--- src/hw/rtl/rxyz_pkg.sv ---
`timescale 1ns / 1ps
// ----------------------------------------------------------------------------
// rxyz_pkg
// Shared types and constants for the Euler angle extraction block.
// ----------------------------------------------------------------------------
package rxyz_pkg;

	localparam int CW = 40;
	localparam longint unsigned PI_Q30 = 64'd3373259426;

	typedef logic signed [CW-1:0] cval_t;
	typedef logic signed [33:0] zval_t;

	function automatic logic signed [33:0] atan_q30(input int i);
		logic signed [33:0] r;
		case (i)
			0: r = 34'sd843314857;
			1: r = 34'sd497837829;
			2: r = 34'sd263043837;
			3: r = 34'sd133525159;
			4: r = 34'sd67021687;
			5: r = 34'sd33543516;
			6: r = 34'sd16775851;
			7: r = 34'sd8388437;
			8: r = 34'sd4194283;
			9: r = 34'sd2097149;
			default: r = 34'sd1 <<< (30 - i);
		endcase
		return r;
	endfunction

	typedef struct packed {
		logic signed [15:0] m02;
		logic signed [15:0] rr;
		logic signed [15:0] rp;
		logic signed [15:0] ry;
		logic [13:0]        win;
	} side_t;

endpackage

--- src/hw/rtl/rxyz_back.sv ---
`timescale 1ns / 1ps
// ----------------------------------------------------------------------------
// rxyz_back
// Pitch solution choice and roll/yaw unwrapping with saturation.
// ----------------------------------------------------------------------------
module rxyz_back import rxyz_pkg::*; #(
	parameter int AFB = 12
) (
	input  logic signed [AFB+5:0] x0,
	input  logic signed [AFB+5:0] x1,
	input  logic signed [AFB+5:0] z0,
	input  logic signed [AFB+5:0] z1,
	input  logic signed [AFB+5:0] y0,
	input  side_t                 side,
	output logic [49:0]           res
);
	localparam int SH = 30 - AFB;
	localparam longint PIA = longint'((PI_Q30 + (64'd1 << (SH - 1))) >> SH);
	localparam longint TPA = longint'((2 * PI_Q30 + (64'd1 << (SH - 1))) >> SH);
	localparam longint LMA = longint'((((3 * PI_Q30) >> 1) + (64'd1 << (SH - 1))) >> SH);
	typedef logic signed [AFB+9:0] w_t;

	function automatic logic signed [15:0] sat(input w_t v);
		if (v > 32767) return 16'sh7fff;
		if (v < -32768) return 16'sh8000;
		return 16'(v);
	endfunction

	function automatic w_t unw(input w_t r, input w_t a);
		if (r - a > w_t'(LMA)) return a + w_t'(TPA);
		if (r - a < -w_t'(LMA)) return a - w_t'(TPA);
		return a;
	endfunction

	w_t wy0, wy1, rp, d0, d1, win, p, xr, zr;
	logic sel, miss;

	always_comb begin
		wy0 = w_t'(y0);
		wy1 = ((side.m02 > 0) ? w_t'(PIA) : -w_t'(PIA)) - wy0;
		rp  = w_t'(side.rp);
		win = w_t'({1'b0, side.win});
		d0  = rp - wy0;
		d1  = rp - wy1;
		sel = 1'b0; miss = 1'b0;
		if ((d0 < 0 ? -d0 : d0) < win) p = wy0;
		else if ((d1 < 0 ? -d1 : d1) < win) begin p = wy1; sel = 1'b1; end
		else if (d1 > w_t'(LMA)) begin p = wy1 + w_t'(TPA); sel = 1'b1; end
		else if (d1 < -w_t'(LMA)) begin p = wy1 - w_t'(TPA); sel = 1'b1; end
		else if (d0 > w_t'(LMA)) p = wy0 + w_t'(TPA);
		else if (d0 < -w_t'(LMA)) p = wy0 - w_t'(TPA);
		else begin p = wy0; miss = 1'b1; end
		xr = unw(w_t'(side.rr), sel ? w_t'(x1) : w_t'(x0));
		zr = unw(w_t'(side.ry), sel ? w_t'(z1) : w_t'(z0));
		res = {sat(xr), sat(p), sat(zr), sel, miss};
	end

endmodule

--- config.mk ---
export PLATFORM = sky130hd
export DESIGN_NAME = rxyz_back
export DESIGN_NICKNAME = d
export VERILOG_FILES = /design/src/hw/rtl/rxyz_pkg.sv /design/src/hw/rtl/rxyz_back.sv
export SDC_FILE = /design/constraint.sdc
export NUM_CORES = 1
export LEC_CHECK = 0
export BUFFER_PORTS_ARGS = -buffer_cell sky130_fd_sc_hd__buf_2
export CAP_MARGIN = 40
export CORE_AREA = 10 10 134 184
export DETAILED_ROUTE_END_ITERATION = 10
export DIE_AREA = 0 0 144 194
export GPL_ROUTABILITY_DRIVEN = 0
export PLACE_DENSITY = 0.83
export SLEW_MARGIN = 20
export SYNTH_ARGS = -nofsm -noshare
export SYNTH_HDL_FRONTEND = slang
export SYNTH_SLANG_ARGS = --single-unit
--- constraint.sdc ---
create_clock -name vclk -period 26.6
set_clock_uncertainty 0.2 [all_clocks]
set_input_delay 3.99 -clock vclk [all_inputs]
set_output_delay 3.99 -clock vclk [all_outputs]
set_load 0.01 [all_outputs]
==> results of run 1 <==
==> cells in the mapped netlist, types with 31 or more instances <==
library cell    n  area (µm²)
nand2_1       151         567
nor2_1        125         469
a21oi_1       115         576
ha_1          112        1400
inv_1         103         387
o21ai_0       102         510
xnor2_1        90         788
nand3_1        63         315
o211ai_1       62         465
a21o_1         49         368
clkbuf_1       38         143
mux2i_1        38         380
nor3_1         35         175
xor2_1         35         307
and2_1         31         194
==> area by class of cell <==
cell class                      count  area [µm²]  area share, %
Inverter                          106         398           3.14
Multi-Input combinational cell   1515       10800           84.8
Antenna cell                        1        2.50         0.0197
Timing Repair Buffer              233        1200           9.48
Tap cell                          260         325           2.56
==> power groups by stage <==
stage	clock [mW]	sequential [mW]	combinational (mW)
5_1_grt	0	0	1.22
6_report	0.00000000503	0	1.12
3_3_place_gp	0	0	1.06
2_1_floorplan	0	0	0.813
4_1_cts	0	0	1.10
3_5_place_dp	0	0	1.09
==> stage by stage <==
stage / hold WS, ps / power (mW)
floorplan: 7920 / 0.813
global placement: 8190 / 1.06
detailed placement: 8190 / 1.09
CTS: 8190 / 1.10
global route: 8220 / 1.22
finish: 8190 / 1.12
==> routing by layer <==
layer / vias up / part of all wire, % / GRT usage, %
met5: - / 0.034 / 0
met4: 2 / 6.0 / 14.9
met3: 168 / 8.4 / 4.02
met2: 773 / 49 / 49.4
met1: 6483 / 37 / 29.4
li1: 6787 / - / -
==> final timing paths <==
kind | startpoint | endpoint | slack [ps] | cells past startpoint
max | side[69] | res[39] | 5100 | 52
min | y0[0] | res[18] | 8190 | 4
==> logic make-up after synthesis <==
logic type	synth area share [%]
buffers and inverters	6.34
XOR/XNOR	10.6
multiplexers	3.97
AO/OA/AOI/OAI	40.3
AND/OR/NAND/NOR	24.9
adder cells (fa/ha/maj)	13.9
==> run_results.csv, run 1 <==
group,metric,value,unit
synthesis,netlist_instances,1690,
layout,stdcell_count,2115,
sta,max_freq,46.5,MHz
sta,period_share,80.8,%
setup_path,path_class,"in -> out",
power_and_ir_drop,peakVddDrop,97.0,µV
routing,routed_wl,41.0,mm
synthesis,syn-cell-area,11500,µm²
sta,rsz0062_at_grt,"no",
floorplanning,die-area,27900,µm²
placement,placed_area,12700,µm²
synthesis,syn_avg_cell_area,6.79,µm²
floorplanning,num_rows,63,
synthesis,ys_seq_area_share,0,%
layout,drive_gt1_share,16.6,%
setup_path,end_kind,"output pin",
routing,via_per_inst,6.72,
power_and_ir_drop,combPwrFrac,100.0,%
synthesis,yosysWarnings,0,
power_and_ir_drop,p_clk_share,0,%
global_route,grt_max_degree,36,
synthesis,syn-num-nets,1974,
clocking,cts-resized-gates,0,
worst_hold_path,worst_hold_path_type,"in -> out",
sta,max_slew_margin,45.7,%
layout,clkbuf_count,0,
floorplanning,start_util,54.1,%
layout,seq_area,0,µm²
global_route,grt_pass1_vias,13900,
routing,wl_per_cell,19.4,µm
setup_path,path_delay_family,"compound AO/OA/AOI/OAI gates",
sta,fin_crit,21500,ps
routing,num_vias,14200,
routing,first_pass_iters,7,
setup_path,cp.arrival,17310,ps
layout,nNetsFinal,2140,
layout,utilization,59.8,%
layout,fill_cells,2001,
power_and_ir_drop,p_leak,5.71,nW
power_and_ir_drop,swShare,60.8,%
sta,fin_ws,5100,ps
power_and_ir_drop,p_per_area,88.2,nW/µm²
sta,finalSetupViolCount,0,
power_and_ir_drop,internal_power,0.439,mW
setup_path,path_common_cell,"o21ai_0",
routing,drc,0,
layout,synthToLayoutAreaGrowth,10.6,%
synthesis,synth_cell_types,109,
setup_path,critPathLaunchType,"primary input",
sta,worstMarginPinSlew,808,ps
setup_path,worstPathRequired,22410,ps
sta,setup_tns,0,ps
layout,mostFrequentLayoutCells,"220 x buf_2, 151 x nand2_1, 125 x nor2_1, 115 x a21oi_1, 112 x ha_1",
floorplanning,core_area,21200,µm²
floorplanning,die_h,194,µm
setup_path,cp_slowest_cell,"a22oi_2",
layout,seq_cell_count,0,
global_route,grt_pass1_wl,65.4,mm
global_route,antenna_found_initial,2,
global_route,globalRouteOverflowTotal,0,
layout,layout_commonest_cell,"buf_2",
placement,dp_hpwl,34.2,mm
sta,slew_viol_final,0,
placement,placed_cells,2112,
power_and_ir_drop,p_switching,0.680,mW
job,drv_cap,0,
placement,numPortBuffers,218,
power_and_ir_drop,power_frac_seq,0,%
clocking,cts_setup_buffers,0,
global_route,grt_use_total,27.4,%
floorplanning,ios,218,
sta,hold_violations,0,
routing,ant_nets,0,
placement,place_ws,5390,ps
floorplanning,die_w,144,µm
setup_path,max_stage_delay,660,ps
setup_path,crit_fanout,33,
clocking,ctsHoldBuffers,0,
routing,drt_iter0_drc,1062,
run_status,status,"finished clean",
layout,fin_area,12700,µm²
setup_path,crit_buf_inv,5,
Note: power is estimated with default switching activity, not from simulation.
==> run 2: changes to the inputs <==
--- a/config.mk
+++ b/config.mk
@@ -5,13 +5,14 @@
 export SDC_FILE = /design/constraint.sdc
 export NUM_CORES = 1
 export LEC_CHECK = 0
+export ABC_AREA = 1
 export BUFFER_PORTS_ARGS = -buffer_cell sky130_fd_sc_hd__buf_2
 export CAP_MARGIN = 40
-export CORE_AREA = 10 10 134 184
+export CORE_AREA = 10 10 138 191
 export DETAILED_ROUTE_END_ITERATION = 10
-export DIE_AREA = 0 0 144 194
+export DIE_AREA = 0 0 148 201
 export GPL_ROUTABILITY_DRIVEN = 0
-export PLACE_DENSITY = 0.83
+export PLACE_DENSITY = 0.85
 export SLEW_MARGIN = 20
 export SYNTH_ARGS = -nofsm -noshare
 export SYNTH_HDL_FRONTEND = slang
==> constraint.sdc (replaced) <==
create_clock -name vclk -period 17.9
set_clock_uncertainty 0.2 [all_clocks]
set_input_delay 2.685 -clock vclk [all_inputs]
set_output_delay 2.685 -clock vclk [all_outputs]
set_load 0.01 [all_outputs]
==> run 2 against run 1 <==
Via count is 14% higher; critical path type unchanged; first-iteration DRC count grew 2.4%; synthesized area grew 6.0%; synthesized cell count grew 37%.
==> run_results.csv, run 2 <==
group,metric,value,unit
setup_path,end_kind,"output pin",
sta,worstMarginPinSlew,802,ps
power_and_ir_drop,swShare,66.1,%
layout,mostFrequentLayoutCells,"724 x nand2_1, 351 x inv_1, 218 x buf_2, 201 x nand3_1, 168 x nor2_1",
layout,seq_area,0,µm²
sta,hold_violations,0,
sta,rsz0062_at_grt,"no",
routing,drc,0,
global_route,grt_pass1_wl,70.9,mm
setup_path,crit_path_start,"side[70]",
power_and_ir_drop,p_leak,7.75,nW
global_route,antenna_found_initial,1,
layout,synthToLayoutAreaGrowth,10.2,%
placement,placed_area,13400,µm²
layout,clkbuf_count,0,
floorplanning,ios,218,
routing,wl_per_cell,15.6,µm
sta,slew_viol_final,0,
floorplanning,start_util,53.0,%
sta,setup_tns,0,ps
sta,finalSetupViolCount,0,
floorplanning,core_area,23000,µm²
routing,num_vias,16100,
power_and_ir_drop,p_clk_share,0,%
floorplanning,die-area,29700,µm²
sta,period_share,93.1,%
power_and_ir_drop,p_per_area,127,nW/µm²
synthesis,synth_top_area_cell,"nand2_1",
power_and_ir_drop,p_switching,1.12,mW
setup_path,crit_fanout,55,
placement,place_ws,1450,ps
global_route,globalRouteOverflowTotal,0,
routing,via_per_inst,5.74,
setup_path,critPathLaunchType,"primary input",
synthesis,synthTopCellsByArea,"nand2_1 22%, ha_1 12%, inv_1 11%",
setup_path,cp_slowest_cell,"o21ai_0",
clocking,cts_setup_buffers,0,
sta,fin_ws,1240,ps
floorplanning,num_rows,66,
power_and_ir_drop,combPwrFrac,100.0,%
global_route,grt_use_total,27.5,%
power_and_ir_drop,internal_power,0.575,mW
layout,nNetsFinal,2790,
synthesis,yosysMostFrequentCell,"nand2_1",
layout,layout_commonest_cell,"nand2_1",
synthesis,synth_cell_types,62,
sta,max_freq,60.0,MHz
global_route,grt_pass1_vias,15800,
worst_hold_path,hold_start,"y0[0]",
floorplanning,die_h,201,µm
sta,fin_crit,16660,ps
setup_path,max_stage_delay,750,ps
power_and_ir_drop,power_frac_seq,0,%
synthesis,syn-cell-area,12200,µm²
setup_path,path_class,"in -> out",
layout,fin_area,13400,µm²
routing,first_pass_iters,6,
run_status,status,"finished clean",
setup_path,worstPathRequired,15010,ps
synthesis,syn_avg_cell_area,5.24,µm²
setup_path,cp.arrival,13770,ps
synthesis,yosys-top-cells-count,"724 x nand2_1, 351 x inv_1, 201 x nand3_1",
job,drv_cap,0,
synthesis,syn-num-nets,2605,
synthesis,ys_seq_area_share,0,%
worst_hold_path,worst_hold_path_type,"in -> out",
routing,routed_wl,43.8,mm
clocking,ctsHoldBuffers,0,
layout,drive_gt1_share,14.6,%
placement,dp_hpwl,37.2,mm
placement,numPortBuffers,218,
layout,seq_cell_count,0,
synthesis,netlist_instances,2321,
clocking,cts-resized-gates,0,
floorplanning,die_w,148,µm
sta,max_slew_margin,46.0,%
routing,ant_nets,0,
synthesis,synth_top_cell_area_share,22.3,%
layout,fill_cells,2304,
synthesis,yosysWarnings,0,
setup_path,path_common_cell,"nand2_1",
global_route,grt_max_degree,56,
routing,drt_iter0_drc,1088,
power_and_ir_drop,peakVddDrop,96.5,µV
## run 2: cell types whose count changed in the layout (fill, tap and decap cells not counted), moves of 68 or more
cell and delta:
nand2_1 +573, xor2_1 +68, nand3_1 +138, inv_1 +248, xnor2_1 -77
## run 2: stage by stage
step / power, mW / util, % / cells / hold WS [ps]
after floorplan: 1.26 / - / 2321 / 5290
after global placement: 1.61 / 58.4 / 2810 / 5510
after detailed placement: 1.65 / 58.4 / 2810 / 5520
after CTS: 1.66 / 58.4 / 2810 / 5520
after global routing: 1.90 / 58.4 / 2811 / 5560
final: 1.70 / 58.4 / 2813 / 5510
## run 2: layer usage
metal,vias to the layer above,wire (µm),track usage (%)
met4,0,2750,17.1
met1,7154,15500,27.7
met2,858,21400,50.7
met3,221,4110,4.90
li1,7911,-,-
met5,-,0,0
## run 2: final timing paths
path                   to  depth (start not counted)  slack [ps]
setup / recovery   res[6]                         66        1240
hold / removal    res[18]                          4        5510
## run 2: worst max-delay path: cells and delay by family
kind | cells | cell delay [ps]
AOI/OAI and AO/OA | 10 | 2260
and+or+nand+nor | 39 | 5150
buffers and inverters | 11 | 1780
adders and majority gates | 4 | 1370
xor gates and xnor gates | 2 | 450
## run 2: cells by family (layout without fill, tap and decap cells)
group	Yosys count	count (layout)	share of synthesized area, %
and+or+nand+nor	1310	1310	47.7
buffers and inverters	411	594	13.8
AOI/OAI and AO/OA	364	364	17.4
xor gates and xnor gates	118	118	8.62
adders and majority gates	116	116	12.2
muxes	2	2	0.267
other	0	3	0
## run 2: power groups by stage
| stage | logic [mW] | clock network [mW] | registers [mW] |
|---|---|---|---|
| 2_1_floorplan | 1.26 | 0 | 0 |
| 3_5_place_dp | 1.65 | 0 | 0 |
| 4_1_cts | 1.66 | 0 | 0 |
| 6_report | 1.70 | 0.0000000225 | 0 |
| 3_3_place_gp | 1.61 | 0 | 0 |
| 5_1_grt | 1.90 | 0.00000000748 | 0 |
## run 2: layout make-up
type | instances | area [µm²] | share of cell area, %
Antenna cell | 3 | 7.51 | 0.0560
Inverter | 372 | 1400 | 10.4
Multi-Input combinational cell | 1910 | 10500 | 78.3
Tap cell | 306 | 383 | 2.86
Timing Repair Buffer | 222 | 1120 | 8.36
